### src/sv/bhkv_pkg.sv
// Shared types and constants for the bucketed key/value store.
// No dependencies; every other file imports this package.
package bhkv_pkg;

  localparam int KEY_W   = 31;
  localparam int VALUE_W = 32;
  localparam int DEF_NUM_BUCKETS  = 16;
  localparam int DEF_BUCKET_DEPTH = 8;

  // one stored entry: value above key
  localparam int ENTRY_W = KEY_W + VALUE_W;

  localparam logic [VALUE_W-1:0] NOT_FOUND_VALUE = '1;

  typedef enum logic [1:0] {
    OP_INSERT = 2'd0,
    OP_SEARCH = 2'd1,
    OP_DELETE = 2'd2
  } opcode_t;

  typedef enum logic [1:0] {
    ST_DONE = 2'd0,
    ST_MISS = 2'd1,
    ST_FULL = 2'd2
  } status_t;

  typedef enum logic {
    BK_IDLE,
    BK_EXEC
  } back_state_t;

  // queue status seen by its neighbors
  typedef struct packed {
    logic valid;
    logic full;
  } qstat_t;

endpackage

### src/sv/bhkv_queue.sv
// Two-word queue between the front and back ends.
// Depends on bhkv_pkg.
module bhkv_queue #(
  parameter int W = 8
) (
  input  logic             clk,
  input  logic             rst,
  input  logic             push,
  input  logic [W-1:0]     push_data,
  input  logic             pop,
  output logic [W-1:0]     pop_data,
  output bhkv_pkg::qstat_t qstat
);
  import bhkv_pkg::*;

  logic [W-1:0] slots [2];
  logic         wr_ptr;
  logic         rd_ptr;
  logic [1:0]   count;

  always_ff @(posedge clk) begin
    if (rst) begin
      wr_ptr <= 1'b0;
      rd_ptr <= 1'b0;
      count  <= '0;
    end else begin
      if (push) begin
        wr_ptr <= !wr_ptr;
      end
      if (pop) begin
        rd_ptr <= !rd_ptr;
      end
      count <= count + {1'b0, push} - {1'b0, pop};
    end
  end

  always_ff @(posedge clk) begin
    if (push) begin
      slots[wr_ptr] <= push_data;
    end
  end

  assign pop_data    = slots[rd_ptr];
  assign qstat.valid = count != 2'd0;
  assign qstat.full  = count == 2'd2;

endmodule

### config.mk
export PLATFORM = sky130hd
export DESIGN_NAME = bhkv_queue
export DESIGN_NICKNAME = d
export VERILOG_FILES = /design/src/sv/bhkv_pkg.sv /design/src/sv/bhkv_queue.sv
export SDC_FILE = /design/constraint.sdc
export NUM_CORES = 1
export LEC_CHECK = 0
export ABC_AREA = 1
export BUFFER_PORTS_ARGS = -buffer_cell sky130_fd_sc_hd__buf_2
export CORE_MARGIN = 2
export CORE_UTILIZATION = 44
export DETAILED_ROUTE_END_ITERATION = 10
export HOLD_SLACK_MARGIN = 0.08
export PLACE_DENSITY = 0.68
export REMOVE_ABC_BUFFERS = 1
export SYNTH_ARGS = -nofsm -noshare
export SYNTH_HDL_FRONTEND = slang
export SYNTH_SLANG_ARGS = --single-unit
export TNS_END_PERCENT = 100
### constraint.sdc
create_clock -name clk -period 1 [get_ports clk]
set_input_delay 0.15 -clock clk [delete_from_list [all_inputs] [get_ports clk]]
set_output_delay 0.15 -clock clk [all_outputs]
set_load 0.01 [all_outputs]
# Word-level counts from Yosys, hierarchy flattened
# Memories as Yosys holds them, arrays and structs flattened. A register that Yosys moved wholly into a read port is not among the register bits.
# Cells that the tools add are included.
# W data, S select, Z words.
# word_totals
regBits	4
latchBits	0
ramBits	16
romBits	0
out_inout_bits	10
memories	1
# op_classes
addsub	2
multipliers	0
div	0
order_cmp	0
eq_ne	1
n_shift	0
muxes	4
bitwise_logic	0
n_reduce_logical	3
# mem_list
name	words	width	rd	rd_clocked_by_memory_dff	wr	line_no	text
slots	2	8	1	1	1	bhkv_queue.sv:16	logic [W-1:0] slots [2];
# ops
op	count
$mux W1	4
$add A2 B1 Y2	1
$eq A2 B2 Y1 const B	1
$logic_not A1 Y1	2
$reduce_bool A2 Y1	1
$sub A2 B1 Y2	1

# Longest topological paths before layout
# Gate-level depths: netlist of the first run.
# depth
ltp_word	3
mapped_depth	7
mapped_depth_nobuf	7

# Worst setup path after synthesis of the first run
# OpenSTA, ideal clock, no wires.
# synth_path
kind	register to register
startpoint	register count[0]
endpoint	register count[1]
arrival_ns	0.965
slack_ns	-0.080
stages_incl_launch_ff	7
n_path_buf	0
period_less_slack_ns	1.080
cell_sequence	dfxtp_1 > inv_1 > ha_1 > inv_1 > ha_1 > a21oi_1 > nor2_1
# synth_via
elab_chain_cells	2
# synth_lines
element	line_no	text
start, declared	bhkv_queue.sv:19	logic [1:0] count;
start signal, assigned	bhkv_queue.sv:33	count <= count + {1'b0, push} - {1'b0, pop};
$add A2 B1 Y2	bhkv_queue.sv:33	
$sub A2 B1 Y2	bhkv_queue.sv:33	
# No other way between the ends.
# A chain may end at the register's enable or synchronous reset.

==> run metrics, run 1 <==
Reg-to-Reg Start=count[0]; largest net degree at the start of global routing=13; Worst EP required=0.85 ns; CTS buffer count=3; count of final hold-check violations=0; Detailed Place HPWL=1094 um; Synth Area in Compound Gates=0.5988%; final worst slack=-0.3620 ns; Clock Skew=0.004504 ns; Adder-Cell Fraction of Synth Area=2.994%; count of pins over their slew limit=0; H-tree Lvls=1; xor/xnor share of the synthesized area=1.048%; Core Rows=15; Die W=47.59 um; DR DRC count=0; outcome=finished, violations left; Cell Pwr Density=1519 mW/mm2; worst vdd ir=0.0009379 V; Clock Tree Buf Depth=2; Setup CP Type=reg -> out; Setup crit end kind=output pin; Slew headroom=88.02%; GP Congestion=0.6111; Die Ht=47.59 um; Tcrit/Tclk final=136.2%; initial antenna violation count=0; Post-Syn Area=835.8 um2; Antenna diodes=0; P&R area growth vs syn=46.41%; Final setup viols=12; Yosys warnings=0; Initial Util=47.38%; routed via count=550; worst reg2reg endpoint=count[1]; RSZ-0062 raised after global routing=true; worst-margin pin slew=0.1784 ns; Iter 0 DRT Violations=6; shortest period the worst path allows=1.362 ns; fin nets=110; gr usage total=15.09%; Critical Path Source Type=flop; Seq/Total Area, Yosys=69.46%; core box area=0.001764 mm2; share of cells above drive strength 1=52.63%; reg-to-reg setup timing slack=-0.07 ns; Worst-path clk slew=0.11 ns; P_leak=0.5315 nW; vias in the first global route=565; die area=0.002264 mm2; postcts setup bufs=0; Synth Register Bits=21; detailed-router iteration count before antenna repair=4; Post-Syn Instances=56; Synth cell types=12; Clock Tree Root=clkbuf_4; average cell area after synthesis=14.93 um2; CTS tree=built; Hold WC Path Type=in -> reg; Pwr Total=1.858 mW; maximum fanout along the worst path=8; Avg WL per Cell=12.13 um; Clock Sinks=21; maxcap violations=0; main combinational cell family by area after synthesis=multiplexers; first-pass GRT wire length=2194 um; Clock Latency Late Sink=0.30 ns; final wirelength=1455 um; worst setup path endpoint=pop_data[7]; post-route ant nets=0; cells on worst reg2reg path=7; hold_ws=0.1719 ns; port bufs=21; Setup TNS Final=-3.128 ns; mux cell area share after synthesis=14.37%; # IOs=22; GRT overflow=0; Vias per Instance=4.583; Crit path arrival time=1.21 ns; failing checks=negative setup slack; Max Fclk=734.2 MHz; Synth Area in Simple Gates=6.587%
[synthesized netlist by cell type]
library cell,count,share of area (%)
ha_1,2,3.0
nor3_1,1,0.60
nand2_1,5,2.2
dfxtp_1,5,12
mux2_4,8,14
nor2_1,7,3.1
nand3_1,1,0.60
a21oi_1,1,0.60
edfxtp_1,16,57
buf_6,1,1.3
xnor2_1,1,1.0
inv_1,8,3.6
[cells by family (layout without fill, tap and decap cells)]
| group | Yosys count | in the layout |
|---|---|---|
| xor gates and xnor gates | 1 | 1 |
| adders and majority gates | 2 | 2 |
| and+or+nand+nor | 14 | 14 |
| DFF | 21 | 21 |
| muxes | 8 | 8 |
| buffers and inverters | 9 | 48 |
| AOI/OAI and AO/OA | 1 | 1 |
[layer usage]
metal / vias to the layer above / global-route usage (%) / share of wire [%]
met2: 21 / 29.73 / 57
met3: 2 / 3.396 / 3.5
met5: - / 0 / 0
met4: 0 / 9.189 / 0.82
met1: 258 / 13.59 / 39
li1: 269 / - / -
[registers in the layout, summed over array words and instances, names as in the netlist, named ones only]
signal / count
rd_ptr: 1
slots: 16
count: 2
wr_ptr: 1
[worst min-delay path by stage]
| stage | to | slack [ns] | startpoint | cells past startpoint |
|---|---|---|---|---|
| after global placement | slots[0][3] | 0.34 | push_data[3] | 1 |
| after detailed placement | slots[0][4] | 0.34 | push_data[4] | 1 |
| after floorplan | count[0] | 0.22 | rst | 1 |
| after global routing | wr_ptr | 0.17 | push | 3 |
| after CTS | wr_ptr | 0.17 | push | 3 |
| final | wr_ptr | 0.17 | push | 3 |
[layout by cell type (no fill, tap or decap)]
cell type	instances
mux2_4	8
nand2_1	5
nor2_1	7
buf_2	13
dlygate4sd3_1	9
clkbuf_4	3
buf_6	8
ha_4	2
a21oi_2	1
nor3_1	1
xnor2_1	1
nand3_2	1
inv_1	4
clkinv_2	1
buf_12	1
buf_4	5
dfxtp_2	3
inv_2	4
edfxtp_1	16
dfxtp_1	2
[critical path, stage by stage, from the launching register on]
cell and delay, ns:
dfxtp_2 0.36, buf_12 0.13, mux2_4 0.30, buf_6 0.12
[area by class of cell]
| class | instances | area (um2) |
|---|---|---|
| sequential | 21 | 584.3 |
| fill | 134 | 540.5 |
| timing repair buffer | 36 | 302.8 |
| multi-input combinational | 26 | 247.7 |
| tap | 25 | 31.28 |
| inverter | 8 | 30.03 |
| clock buffer | 3 | 22.52 |
| clock inverter | 1 | 5.005 |
[stage by stage]
stage	util, %	worst slack (ns)	instances	instance area, um2
3_5_place_dp	57.73	-0.1735	107	1018
2_1_floorplan	-	-0.07960	55	824.5
4_1_cts	69.36	-0.3703	120	1224
3_3_place_gp	57.73	-0.09876	107	1018
6_report	69.36	-0.3620	120	1224
5_1_grt	69.36	-0.4096	120	1224
[power breakdown]
group	internal (mW)	switching (mW)	total [mW]
Sequential	1.00	0.0244	1.03
Combinational	0.249	0.181	0.430
Clock	0.149	0.250	0.399
Total	1.40	0.456	1.86
[what timing repair did]
item / in CTS / in global routing
cloned: 0 / 0
hold buffers: 9 / 0
setup endpoints to repair: 12 / 12
pin swaps: 3 / 1
gates resized for setup: 19 / 1
hold endpoints to repair: 18 / 0
No activity file was read; power rests on OpenSTA's default activity.
==> run 2: changes to the inputs <==
Settings changed: CORE_MARGIN 2 to 10, CORE_UTILIZATION 44 to 45, PLACE_DENSITY 0.68 to 0.67.
Clock period 1 ns to 1.7 ns, I/O delays scaled along.
==> run metrics, run 2 (synthesized netlist as in run 1, its figures left out) <==
Critical Path Source Type=flop; core box area=0.001745 mm2; Iter 0 DRT Violations=10; Post-Layout Inst Area=0.001005 mm2; detailed-router iteration count before antenna repair=2; shortest period the worst path allows=1.508 ns; DR DRC count=0; count of pins over their slew limit=0; P_leak=0.4532 nW; most frequent cells in the layout=buf_2, edfxtp_1, inv_1, mux2_4, nor2_1; hold path cells=1; CP top delay family=flip-flops; Max Fclk=663.1 MHz; Vias per Instance=4.607; gr usage total=7.200%; commonest non-fill, non-tap cell in the layout=buf_2; # fillers=159; GP Congestion=0.7089; cells on worst reg2reg path=6; Detailed Place HPWL=1079 um; Crit path arrival time=1.25 ns; reg-to-reg setup timing slack=0.57 ns; largest net degree at the start of global routing=13; Clock Skew=0.003648 ns; Setup TNS Final=0 ns; CTS buffer count=3; Clock Latency Late Sink=0.29 ns; maxcap violations=0; Clock Tree Buf Depth=2; Die Ht=63.10 um; final wirelength=1293 um; Final setup viols=0; postcts setup bufs=0; P&R area growth vs syn=20.21%; worst-margin pin slew=0.3565 ns; Worst-path clk slew=0.11 ns; outcome=complete, no violations; Cells after DPL=103; worst vdd ir=0.0005780 V; Reg-to-Reg Start=count[0]; worst reg2reg endpoint=count[1]; Worst EP required=1.44 ns; Pwr Total=991.3 uW; Core Rows=15; port bufs=21; Clock Tree Root=clkbuf_4; Tcrit/Tclk final=88.71%; CP max stage delay=0.50 ns; Slew headroom=76.21%; initial antenna violation count=0; Die W=63.10 um; critical path, cell by cell=mux2_4 > buf_2; Largest register FFs=16; Hold WC Path Type=in -> reg; Antenna diodes=0; post-route ant nets=0; vias in the first global route=522; CTS Hold Bufs=0; Hold Path Sink=slots[0][6]; maximum fanout along the worst path=8; RSZ-0062 raised after global routing=false; Setup crit end kind=output pin; Setup CP Type=reg -> out; # IOs=22; routed via count=493; pre-CTS WS=0.3444 ns; share of cells above drive strength 1=43.90%; CTS tree=built; fin nets=97; Slowest cell on crit path=dfxtp_2; Avg WL per Cell=12.08 um; Largest regs=slots x16, count x2; Bufs and invs on worst path=1; Cell Pwr Density=986.7 mW/mm2; GRT overflow=0; die area=0.003981 mm2; Post-Layout Cell Count=107; Worst Hold Launch=push_data[6]; Clock Sinks=21; H-tree Lvls=1; largest reg by FF count=slots; final worst slack=0.1918 ns; Post-DP Area=975.9 um2; Initial Util=47.89%; count of final hold-check violations=0; first-pass GRT wire length=2256 um
run 2: where the power goes:
part           leakage, nW  switching (mW)  total [mW]  internal [mW]
sequential           0.192          0.0206       0.610          0.589
clock               0.0177           0.136       0.224         0.0874
combinational        0.243          0.0739       0.158         0.0838
total                0.453           0.231       0.991          0.761
run 2: worst max path at each step:
stage / start / endpoint / slack, ns / depth (start not counted)
after floorplan: flop / pop_data[0] / 0.55 / 1
after detailed placement: flop / pop_data[6] / 0.34 / 2
final: flop / pop_data[4] / 0.19 / 2
after global placement: flop / pop_data[6] / 0.35 / 2
after global routing: flop / pop_data[2] / 0.12 / 2
after CTS: flop / pop_data[6] / 0.16 / 2
run 2: per-stage QoR:
stage / hold WS (ns) / utilization, %
3_5_place_dp: 0.4470 / 55.91
4_1_cts: 0.1304 / 57.56
3_3_place_gp: 0.4426 / 55.91
2_1_floorplan: 0.3262 / -
5_1_grt: 0.1190 / 57.56
6_report: 0.1423 / 57.56
run 2: metal layers:
metal | share of wire (%) | up-vias | global-route usage [%] | wire, um
li1 | - | 244 | - | -
met1 | 37 | 236 | 6.315 | 477
met2 | 56 | 11 | 13.20 | 719
met3 | 6.6 | 2 | 3.180 | 85
met4 | 0.77 | 0 | 4.190 | 10
met5 | 0 | - | 0 | 0
run 2: cell type report:
cell class,count,area (um2),area share [%]
clock buffer,3,22.52,2.242
sequential,21,581.8,57.91
inverter,8,30.03,2.989
clock inverter,1,5.005,0.4981
tap,25,31.28,3.113
multi-input combinational,26,214.0,21.30
timing repair buffer,23,120.1,11.96
run 2: repair_timing:
item / 4_1_cts / 5_1_grt
gates resized for setup: 1 / 0
hold endpoints to repair: 0 / 0
setup endpoints to repair: 1 / 0
