### src/sv/bhkv_pkg.sv
// Shared types and constants for the bucketed key/value store.
// No dependencies; every other file imports this package.
package bhkv_pkg;

  localparam int KEY_W   = 31;
  localparam int VALUE_W = 32;
  localparam int DEF_NUM_BUCKETS  = 16;
  localparam int DEF_BUCKET_DEPTH = 8;

  // one stored entry: value above key
  localparam int ENTRY_W = KEY_W + VALUE_W;

  localparam logic [VALUE_W-1:0] NOT_FOUND_VALUE = '1;

  typedef enum logic [1:0] {
    OP_INSERT = 2'd0,
    OP_SEARCH = 2'd1,
    OP_DELETE = 2'd2
  } opcode_t;

  typedef enum logic [1:0] {
    ST_DONE = 2'd0,
    ST_MISS = 2'd1,
    ST_FULL = 2'd2
  } status_t;

  typedef enum logic {
    BK_IDLE,
    BK_EXEC
  } back_state_t;

  // queue status seen by its neighbors
  typedef struct packed {
    logic valid;
    logic full;
  } qstat_t;

endpackage

### src/sv/bhkv_front.sv
// Front end: accepts command words and works out the bucket index.
// Depends on bhkv_pkg.
module bhkv_front #(
  parameter int NUM_BUCKETS = bhkv_pkg::DEF_NUM_BUCKETS,
  parameter int BW = 1
) (
  input  logic                       clk,
  input  logic                       rst,
  input  logic                       cmd_valid,
  output logic                       cmd_stall,
  input  logic [1:0]                 opcode,
  input  logic [bhkv_pkg::KEY_W-1:0] key,
  input  logic [bhkv_pkg::VALUE_W-1:0] entry_value,
  input  bhkv_pkg::qstat_t           qstat,
  output logic                       push,
  output logic [1:0]                 push_op,
  output logic [bhkv_pkg::KEY_W-1:0] push_key,
  output logic [bhkv_pkg::VALUE_W-1:0] push_val,
  output logic [BW-1:0]              push_bucket
);
  import bhkv_pkg::*;

  localparam bit POW2 = (NUM_BUCKETS & (NUM_BUCKETS - 1)) == 0;
  localparam int RW = BW + 1;
  localparam logic [RW-1:0] NB = RW'(NUM_BUCKETS);

  logic               hold_valid;
  logic               done;
  logic [1:0]         hold_op;
  logic [KEY_W-1:0]   hold_key;
  logic [VALUE_W-1:0] hold_val;
  logic [RW-1:0]      rem;
  logic [RW-1:0]      rem_next;
  logic [2:0]         cnt;
  logic [31:0]        keyp;
  logic               accept;

  assign push      = hold_valid && done && !qstat.full;
  assign cmd_stall = hold_valid && !push;
  assign accept    = cmd_valid && !cmd_stall;
  assign keyp      = {1'b0, hold_key};

  // four restoring remainder steps per cycle, MSB first
  always_comb begin
    rem_next = rem;
    for (int s = 0; s < 4; s++) begin
      rem_next = {rem_next[RW-2:0], keyp[5'(31 - (int'(cnt) * 4 + s))]};
      if (rem_next >= NB) begin
        rem_next = rem_next - NB;
      end
    end
  end

  // control
  always_ff @(posedge clk) begin
    if (rst) begin
      hold_valid <= 1'b0;
      done       <= 1'b0;
      cnt        <= '0;
    end else begin
      if (accept) begin
        hold_valid <= 1'b1;
        done       <= POW2;
        cnt        <= '0;
      end else begin
        if (push) begin
          hold_valid <= 1'b0;
        end
        if (hold_valid && !done) begin
          cnt <= cnt + 3'd1;
          if (cnt == 3'd7) begin
            done <= 1'b1;
          end
        end
      end
    end
  end

  // payload
  always_ff @(posedge clk) begin
    if (accept) begin
      hold_op  <= opcode;
      hold_key <= key;
      hold_val <= entry_value;
      rem      <= '0;
    end else if (hold_valid && !done) begin
      rem <= rem_next;
    end
  end

  assign push_op  = hold_op;
  assign push_key = hold_key;
  assign push_val = hold_val;

  generate
    if (POW2) begin : g_mask
      logic [KEY_W-1:0] masked;
      assign masked      = hold_key & KEY_W'(NUM_BUCKETS - 1);
      assign push_bucket = masked[BW-1:0];
    end else begin : g_rem
      assign push_bucket = rem[BW-1:0];
    end
  endgenerate

endmodule

### config.mk
export PLATFORM = sky130hd
export DESIGN_NAME = bhkv_front
export DESIGN_NICKNAME = d
export VERILOG_FILES = /design/src/sv/bhkv_pkg.sv /design/src/sv/bhkv_front.sv
export SDC_FILE = /design/constraint.sdc
export NUM_CORES = 1
export LEC_CHECK = 0
export BUFFER_PORTS_ARGS = -buffer_cell sky130_fd_sc_hd__buf_2
export CAP_MARGIN = 40
export CORE_MARGIN = 5
export CORE_UTILIZATION = 42
export DETAILED_ROUTE_END_ITERATION = 10
export PLACE_DENSITY_LB_ADDON = 0.15
export SLEW_MARGIN = 40
export SYNTH_ARGS = -nofsm -noshare
export SYNTH_HDL_FRONTEND = slang
export SYNTH_SLANG_ARGS = --single-unit
### constraint.sdc
create_clock -name clk -period 4.8 [get_ports clk]
set_input_delay 0.48 -clock clk [delete_from_list [all_inputs] [get_ports clk]]
set_output_delay 0.48 -clock clk [all_outputs]
set_load 0.1 [all_outputs]
After elaboration in Yosys (flattened, before gate mapping)
Cells that the tools add are included.
- eq/ne operators: 1
- add/subtract/negate cells: 1
- reduce and logical (&&, ||, !) cells: 14
- muxes and demuxes: 5
- operators with widths (cell ; number):
    nonzero test 2 bit ; 3
    logical AND 1 bit ; 5
    two-way mux 1 bit ; 5
    zero test 1 bit ; 4
    adder 3 x 1 -> 3 bit (second input constant) ; 1
    == test 3 bit (second input constant) ; 1
    AND reduction 2 bit ; 1
    OR reduction 2 bit ; 1
- word-level logic and storage cells: 27
- register bits: 70
- input bits: 70
- output and inout port bits: 68

Longest topological paths before layout
Gate-level depths: netlist (run 1).
- depth after elaboration: 8
- mapped depth: 4
- mapped depth without buffers: 4

Least setup slack after synthesis (run 1)
OpenSTA, ideal clock, no wires.
- path kind: input-to-reg
- start point: in qstat[0] (netlist bit)
- end point: reg hold_key[0] (netlist: push_key[0]) (enable)
- buffers on the path: 0
- arrival time: 3967 ps
- stages: 3
- setup time: 495 ps
- data required time: 4305 ps
- slack: 338 ps
- cell sequence: nand2b_1 > and2_2 > nor2b_1
- word-level cells in the longest chain between the ends: 6
- ends and longest elaborated chain (what ; RTL line ; RTL):
    start: declaration ; bhkv_front.sv:14 ; input bhkv_pkg::qstat_t qstat,
    zero test 1 bit ; bhkv_front.sv:38 ; assign push = hold_valid && done && !qstat.full;
    logical AND 1 bit ; bhkv_front.sv:38 ;
    zero test 1 bit ; bhkv_front.sv:39 ; assign cmd_stall = hold_valid && !push;
    logical AND 1 bit ; bhkv_front.sv:39 ;
    named net cmd_stall ; bhkv_front.sv:10 ; output logic cmd_stall,
    zero test 1 bit ; bhkv_front.sv:40 ; assign accept = cmd_valid && !cmd_stall;
    logical AND 1 bit ; bhkv_front.sv:40 ;
    named net accept ; bhkv_front.sv:36 ; logic accept;
    end signal: assignment ; bhkv_front.sv:83 ; hold_key <= key;
    end: declaration ; bhkv_front.sv:30 ; logic [KEY_W-1:0] hold_key;
The timed path passes the listed nets, and every way through them passes these cells.
A chain may end at the register's enable or synchronous reset.

Worst setup path in the final report (run 1)
- start point: reg done
- end point: reg hold_key[13] (netlist: push_key[13]) (enable)
- word-level cells in the longest chain between the ends: 6
- ends and longest elaborated chain (what ; RTL line ; RTL):
    start: declaration ; bhkv_front.sv:28 ; logic done;
    start signal: assignment ; bhkv_front.sv:58 ; done <= 1'b0;
    start signal: assignment ; bhkv_front.sv:63 ; done <= POW2;
    start signal: assignment ; bhkv_front.sv:72 ; done <= 1'b1;
    logical AND 1 bit (2 in series) ; bhkv_front.sv:38 ;
    zero test 1 bit ; bhkv_front.sv:39 ;
    logical AND 1 bit ; bhkv_front.sv:39 ;
    zero test 1 bit ; bhkv_front.sv:40 ;
    logical AND 1 bit ; bhkv_front.sv:40 ;
    named net accept ; bhkv_front.sv:36 ;
The timed path passes the listed nets, and every way through them passes these cells.

==> flow_summary.json, run 1 <==
{
  "clk_pin_slew_ps": 70,
  "drc": 0,
  "synth_area_per_cell_um2": 23.92,
  "core_mm2": 0.005107,
  "cts_setup_buffers": 0,
  "worst_hold_slack_ps": 317.8,
  "startpoint_type": "flip-flop",
  "rrSetupSlack_ps": 2920,
  "ys_seq_elements": 70,
  "grt_pass1_vias": 1339,
  "cts-resized-gates": 0,
  "power.density_mw_per_mm2": 492.9,
  "final_nets": 312,
  "synth_seq_area_share_pct": 93.23,
  "yosysUniqueCellTypes": 15,
  "critPathMaxStageDelay_ps": 460,
  "fin_crit_sh_pct": 39.12,
  "wl_per_cell_um": 14.19,
  "overflow": 0,
  "clock-sinks": 70,
  "die_x_um": 82.39,
  "critPathMaxFanout": 25,
  "h-tree-depth": 3,
  "crit_type": "flip-flop to flip-flop",
  "fin_setup_tns_ps": 0,
  "crit_path_end_kind": "flip-flop",
  "wirelength_um": 4470,
  "syn-instance-count": 92,
  "die_h_um": 82.39,
  "initial_core_util_pct": 43.09,
  "slew_violations": 0,
  "finalPower_w": 0.001591,
  "drt_first_pass_iters": 4,
  "numPortBuffers": 136,
  "crit_chain": "nand2b_1 -> and2_2 -> nor2b_4 -> buf_4",
  "drive_gt1_share_pct": 63.67,
  "r2r_start": "done$_SDFFE_PP0P_",
  "num_rows": 26,
  "hold_depth": 1,
  "worstHoldPathType": "input pin to flip-flop",
  "cts_tree": "built",
  "ir_drop_mv": 0.2663,
  "clockBufferDepth": 2,
  "syn_to_final_growth_pct": 46.67,
  "track_usage_pct": 13.76,
  "drv_cap": 0,
  "syn-num-nets": 164,
  "ys_warn_count": 0,
  "die-area_mm2": 0.006788,
  "required_ps": 4810,
  "timing.fmax_mhz": 532.5,
  "cp_slowest_cell": "nor2b_4",
  "fin_worst_skew_ps": 5.934,
  "crit_arrival_ps": 1890,
  "slew_headroom_pct": 63.20,
  "hpwl_um": 3512,
  "reg2regPathDepth": 4,
  "boundaryPins": 138,
  "worstHoldStart": "entry_value[21]",
  "hold_end": "push_val[21]$_DFFE_PP_",
  "final_antenna_net_count": 0,
  "period_minus_slack_ps": 1878,
  "status": "finished, final reports clean",
  "num_antenna_cells": 0,
  "num_vias": 1325,
  "syn_area_mm2": 0.002201,
  "antenna_found_initial": 0,
  "rsz0062_at_grt": "false",
  "cellLeakagePower_nw": 1.406,
  "grt_max_degree": 26,
  "drt_iter0_markers": 66,
  "hold_buffers": 0,
  "place.gp.congestion": 0.7354,
  "numCtsBuffers": 9,
  "grt_pass1_wl_um": 6465,
  "clk_latency_ps": 330,
  "avgViaCountPerCell": 4.206,
  "nFillCells": 416,
  "tightestPinTransition_ps": 550.8,
  "clock-root-buffer": "clkbuf_8",
  "setup_viol": 0,
  "r2r_end": "push_key[13]$_DFFE_PP_",
  "final-hold-violation-count": 0
}
routing by layer:
layer,GRT usage (%),vias to the layer above,wire [um]
met3,4.881,13,584
li1,-,650,-
met4,10.80,0,116
met1,13.10,580,1428
met5,0,-,0
met2,23.80,82,2340
critical path: cells and delay by family (launching register included):
kind / cells / cell delay (ps)
simple gates: 3 / 780
buf+inv: 1 / 410
flops: 1 / 350
Yosys cell counts:
cell       n  area [um^2]
nor2_1     6        22.52
nor2b_1    2        12.51
ha_1       2        25.02
o21a_1     1        7.510
a211oi_1   1        7.510
inv_1      2        7.510
dfxtp_1    5        100.1
buf_4      1        7.510
xnor2_1    1        8.760
and2_2     1        7.510
mux2i_1    2        20.02
nand2b_1   1        6.260
and2b_4    1        10.01
a31oi_1    1        6.260
edfxtp_1  65         1952
cell type report:
cell class                      instances  area [um^2]  share of cell area [%]
Timing Repair Buffer                  138        703.2                   21.78
Clock buffer                            9        123.9                   3.837
Tap cell                               70        87.58                   2.713
Inverter                                2        7.507                  0.2326
Multi-Input combinational cell         19        141.4                   4.380
Sequential cell                        70         2052                   63.57
Clock inverter                          7        112.6                   3.488
power breakdown:
part	leakage, nW	switching (W)	internal (W)	total [W]
Sequential	0.663	0.00000865	0.000710	0.000718
Clock	0.121	0.000200	0.000342	0.000542
Combinational	0.622	0.000283	0.0000486	0.000331
Total	1.41	0.000491	0.00110	0.00159
worst max-delay path by stage:
| stage | cells past startpoint | start | to |
|---|---|---|---|
| 2_1_floorplan | 3 | qstat[0] | push_key[0]$_DFFE_PP_ |
| 6_report | 4 | done$_SDFFE_PP0P_ | push_key[13]$_DFFE_PP_ |
| 5_1_grt | 4 | done$_SDFFE_PP0P_ | push_val[25]$_DFFE_PP_ |
| 3_5_place_dp | 5 | qstat[0] | push_key[30]$_DFFE_PP_ |
| 4_1_cts | 4 | done$_SDFFE_PP0P_ | push_val[15]$_DFFE_PP_ |
| 3_3_place_gp | 5 | qstat[0] | push_key[30]$_DFFE_PP_ |
metrics by stage:
step                setup WS [ps]  utilization, %  cell area (um^2)  instances
finish                       2922           63.20              3228        315
global route                 2756           63.20              3228        315
CTS                          2882           63.20              3228        315
floorplan                   338.1               -              2201         92
global placement             2183           58.28              2977        298
detailed placement           2582           58.57              2992        299
sequential cells by signal, indices dropped and copies added (netlist names):
signal,flops
done,1
push_op,2
push_val,32
hold_valid,1
push_key,31
cnt,3
cells in the final DEF (no fill, tap or decap), types with 2 or more instances in the layout:
cell type / synthesis / routed
mux2i_1: 2 / 2
bufinv_16: 0 / 3
clkinv_2: 0 / 2
nor2_1: 6 / 6
inv_1: 2 / 2
edfxtp_1: 65 / 65
dfxtp_1: 5 / 5
buf_2: 0 / 136
ha_1: 2 / 2
clkbuf_8: 0 / 9
cells by family after synthesis:
logic type                 Yosys count  synth area share, %
muxes                                2               0.9096
xor gates and xnor gates             1               0.3980
buffers and inverters                3               0.6825
and+or+nand+nor                     11                2.672
adders and majority gates            2                1.137
AOI/OAI and AO/OA                    3               0.9669
DFF                                 70                93.23
No activity file was read; power rests on OpenSTA's default activity.
==> run 2, diff against run 1 <==
==> constraint.sdc (replaced) <==
create_clock -name clk -period 1.9 [get_ports clk]
set_input_delay 0.19 -clock clk [delete_from_list [all_inputs] [get_ports clk]]
set_output_delay 0.19 -clock clk [all_outputs]
set_load 0.1 [all_outputs]
==> flow_summary.json, run 2 (same netlist as run 1, synthesis figures left out) <==
{
  "status": "finished, final reports clean",
  "wirelength_um": 4482,
  "ir_drop_mv": 0.6749,
  "num_vias": 1331,
  "final-hold-violation-count": 0,
  "track_usage_pct": 13.46,
  "required_ps": 1710,
  "fin_setup_tns_ps": 0,
  "final_cell_mix": "136 x buf_2, 65 x edfxtp_1, 9 x clkbuf_8",
  "nFillCells": 410,
  "antenna_found_initial": 0,
  "num_rows": 26,
  "worstHoldPathType": "input pin to flip-flop",
  "final_antenna_net_count": 0,
  "slew_headroom_pct": 66.29,
  "drt_first_pass_iters": 4,
  "critPathBufInv": 1,
  "cts_tree": "built",
  "crit_arrival_ps": 1390,
  "reg2regPathDepth": 4,
  "slew_violations": 0,
  "drive_gt1_share_pct": 63.01,
  "critPathMaxStageDelay_ps": 430,
  "cp-endpoint": "cmd_stall",
  "startpoint": "hold_valid$_SDFFE_PP0P_",
  "avgViaCountPerCell": 4.212,
  "place.gp.congestion": 0.6937,
  "cp_slowest_cell": "buf_2",
  "numCtsBuffers": 9,
  "clk_latency_ps": 330,
  "finalPower_w": 0.003763,
  "crit_type": "flip-flop to output port",
  "largest_reg_flops": 32,
  "fin_crit_sh_pct": 82.92,
  "r2r_start": "done$_SDFFE_PP0P_",
  "r2r_end": "push_key[23]$_DFFE_PP_",
  "wl_per_cell_um": 14.18,
  "clock-sinks": 70,
  "clock-root-buffer": "clkbuf_8",
  "fin_worst_skew_ps": 7.867,
  "die_x_um": 82.39,
  "syn_to_final_growth_pct": 45.03,
  "rrSetupSlack_ps": 490,
  "boundaryPins": 138,
  "tightestPinTransition_ps": 509.1,
  "final_nets": 313,
  "cp.depth": 2,
  "grt_pass1_wl_um": 6306,
  "clk_pin_slew_ps": 70,
  "numPortBuffers": 136,
  "drt_iter0_markers": 73,
  "crit_path_end_kind": "output port",
  "period_minus_slack_ps": 1576,
  "overflow": 0,
  "crit_chain": "and2_4 -> buf_2",
  "die_h_um": 82.39,
  "drc": 0,
  "power.density_mw_per_mm2": 1179,
  "drv_cap": 0,
  "final_common_cell": "buf_2",
  "post-route-util_pct": 62.49,
  "startpoint_type": "flip-flop",
  "core_mm2": 0.005107,
  "cellLeakagePower_nw": 1.383,
  "grt_pass1_vias": 1265,
  "setup_viol": 0,
  "clockBufferDepth": 2,
  "h-tree-depth": 3,
  "rsz0062_at_grt": "false",
  "initial_core_util_pct": 43.09,
  "critPathMaxFanout": 6,
  "die-area_mm2": 0.006788,
  "crit_family": "buffers and inverters",
  "num_antenna_cells": 0,
  "timing.fmax_mhz": 634.7,
  "grt_max_degree": 38
}
## run 2: changes by cell type in the layout (fill, tap and decap cells not counted), sizes merged
cell / before / now
bufinv: 3 / 1
clkbuf: 9 / 12
clkinv: 4 / 2
clkinvlp: 0 / 1
dlygate4sd3: 0 / 1
## run 2: timing repair
item,4_1_cts,5_1_grt
resized for setup,0,0
setup buffers,0,0
endpoints found under the hold margin,0,1
hold buffers,0,1
## run 2: worst min-delay path by stage
stage | endpoint | from | slack (ps) | depth (start not counted)
final | push_val[27]$_DFFE_PP_ | entry_value[27] | 30 | 1
after global routing | push_val[27]$_DFFE_PP_ | entry_value[27] | 3 | 1
after CTS | push_val[27]$_DFFE_PP_ | entry_value[27] | 9 | 1
after detailed placement | push_key[2]$_DFFE_PP_ | key[2] | 370 | 1
after global placement | push_key[19]$_DFFE_PP_ | key[19] | 370 | 1
after floorplan | done$_SDFFE_PP0P_ | rst | 250 | 1
## run 2: area by class of cell
class                   count  area [um^2]  area share (%)
clock inverters             4        47.55           1.490
repair buffers            139        718.2           22.50
flip-flops and latches     70         2053           64.33
well taps                  70        87.58           2.744
inverters                   2        7.507          0.2352
multi-input cells          19        142.6           4.469
clock buffers              12        135.1           4.234
## run 2: per-layer routing
| layer | track usage, % | share of wire [%] | wire, um | vias up |
|---|---|---|---|---|
| li1 | - | - | - | 651 |
| met1 | 13.70 | 35 | 1552 | 586 |
| met2 | 22.04 | 49 | 2185 | 87 |
| met3 | 7.158 | 15 | 668 | 7 |
| met4 | 7.475 | 1.7 | 75 | 0 |
| met5 | 0 | 0 | 0 | - |
## run 2: power by group
group	internal [W]	leakage [nW]	switching, W
registers	0.00179	0.663	0.0000202
logic	0.000127	0.629	0.000715
clock network	0.000603	0.0904	0.000505
## run 2: per-stage QoR
stage               cells  hold WS, ps  cell area (um^2)  setup slack, ps
floorplan              92        255.0              2211           -196.2
global placement      299        366.1              2999            456.6
detailed placement    299        368.1              2999            425.1
CTS                   315        9.107              3182            306.6
global route          316        3.174              3192            255.6
finish                316        26.36              3192            324.5
==> run 3, diff against run 2 <==
==> constraint.sdc (replaced) <==
create_clock -name clk -period 1.6 [get_ports clk]
set_input_delay 0.16 -clock clk [delete_from_list [all_inputs] [get_ports clk]]
set_output_delay 0.16 -clock clk [all_outputs]
set_load 0.1 [all_outputs]
==> flow_summary.json, run 3 (same netlist as run 1, synthesis figures left out) <==
{
  "status": "finished, final reports clean",
  "antenna_found_initial": 0,
  "setup_viol": 0,
  "crit_path_end_kind": "output port",
  "numCtsBuffers": 9,
  "drt_iter0_markers": 56,
  "wl_per_cell_um": 14.26,
  "initial_core_util_pct": 43.09,
  "boundaryPins": 138,
  "drt_first_pass_iters": 4,
  "clk_pin_slew_ps": 70,
  "post-route-util_pct": 70.24,
  "fin_setup_tns_ps": 0,
  "h-tree-depth": 3,
  "p_sw_w": 0.001455,
  "fin_cells": 353,
  "core_mm2": 0.005107,
  "cellLeakagePower_nw": 1.545,
  "num_rows": 26,
  "clockBufferDepth": 2,
  "drv_cap": 0,
  "wirelength_um": 5035,
  "clock-sinks": 70,
  "startpoint": "hold_valid$_SDFFE_PP0P_",
  "drive_gt1_share_pct": 54.06,
  "clk_latency_ps": 320,
  "fin_crit_sh_pct": 89.91,
  "worst_hold_slack_ps": 14.54,
  "period_minus_slack_ps": 1439,
  "overflow": 0,
  "crit_type": "flip-flop to output port",
  "startpoint_type": "flip-flop",
  "power.density_mw_per_mm2": 1256,
  "grt_pass1_wl_um": 7258,
  "finalPower_w": 0.004507,
  "required_ps": 1440,
  "p_clk_share_pct": 28.1,
  "largest_reg_flops": 32,
  "die_x_um": 82.39,
  "final_nets": 352,
  "grt_pass1_vias": 1513,
  "p_int_w": 0.003051,
  "timing.fmax_mhz": 695.2,
  "tightestPinTransition_ps": 508.3,
  "pwr-share-seq_pct": 47.8,
  "post-place-cells": 299,
  "fin_worst_skew_ps": 8.359,
  "numPortBuffers": 136,
  "die_h_um": 82.39,
  "num_antenna_cells": 0,
  "track_usage_pct": 15.02,
  "nFillCells": 382,
  "die-area_mm2": 0.006788,
  "rsz0062_at_grt": "false",
  "power_switching_share_pct": 32.30,
  "worstHoldStart": "entry_value[21]",
  "crit_arrival_ps": 1280,
  "num_vias": 1472,
  "cts_tree": "built",
  "place.gp.congestion": 0.6808,
  "comb_power_share_pct": 24.1,
  "slew_violations": 0,
  "r2r_start": "done$_SDFFE_PP0P_",
  "final_common_cell": "buf_2",
  "ir_drop_mv": 0.8044,
  "final-hold-violation-count": 0,
  "grt_max_degree": 38,
  "drc": 0,
  "final_antenna_net_count": 0,
  "rrSetupSlack_ps": 270,
  "clock-root-buffer": "clkbuf_8",
  "avgViaCountPerCell": 4.170,
  "worstHoldPathType": "input pin to flip-flop",
  "slew_headroom_pct": 66.35,
  "cts_setup_buffers": 0,
  "final_cell_mix": "134 x buf_2, 65 x edfxtp_1, 40 x dlygate4sd3_1",
  "hpwl_um": 3489,
  "syn_to_final_growth_pct": 62.99,
  "critPathMaxFanout": 6
}
[run 3: repair_timing]
| item | CTS | global route |
|---|---|---|
| hold buffers | 29 | 11 |
| resized for setup | 0 | 2 |
| endpoints found under the hold margin | 29 | 11 |
| endpoints found under the setup margin | 0 | 2 |
[run 3: metal layers]
layer	track usage, %	vias to the layer above	share of wire (%)
met3	4.989	7	11
met4	6.977	0	1.1
met5	0	-	0
met1	16.13	659	37
met2	26.52	82	51
li1	-	724	-
[run 3: stage by stage]
step | area, um^2 | worst slack [ps]
2_1_floorplan | 2211 | -496.2
3_3_place_gp | 3012 | 274.9
3_5_place_dp | 3012 | 267.3
4_1_cts | 3472 | 46.87
5_1_grt | 3587 | 57.39
6_report | 3587 | 161.5
[run 3: power groups by stage]
stage	clock (W)	combinational, W	sequential [W]
finish	0.00126	0.00109	0.00216
global route	0.00140	0.00112	0.00216
CTS	0.00130	0.00107	0.00216
detailed placement	0	0.00101	0.00219
global placement	0	0.00101	0.00219
floorplan	0	0.0000957	0.00291
[run 3: worst paths after layout]
check	cells past startpoint	endpoint
setup / recovery	2	cmd_stall
hold / removal	1	push_val[21]$_DFFE_PP_
setup reg to reg	4	push_val[24]$_DFFE_PP_
hold reg to reg	2	cnt[1]$_SDFFE_PP0P_
[run 3: area by class of cell]
type	count	area [um^2]	share of cell area (%)
inverters	2	7.507	0.2093
flip-flops and latches	70	2053	57.24
well taps	70	87.58	2.442
repair buffers	178	1126	31.39
multi-input cells	19	142.6	3.976
clock buffers	12	135.1	3.767
clock inverters	2	35.03	0.9766
[run 3: critical path, cell delays in order (launching register included)]
cell and delay (ps):
dfxtp_1 430, and2_4 200, clkbuf_4 330
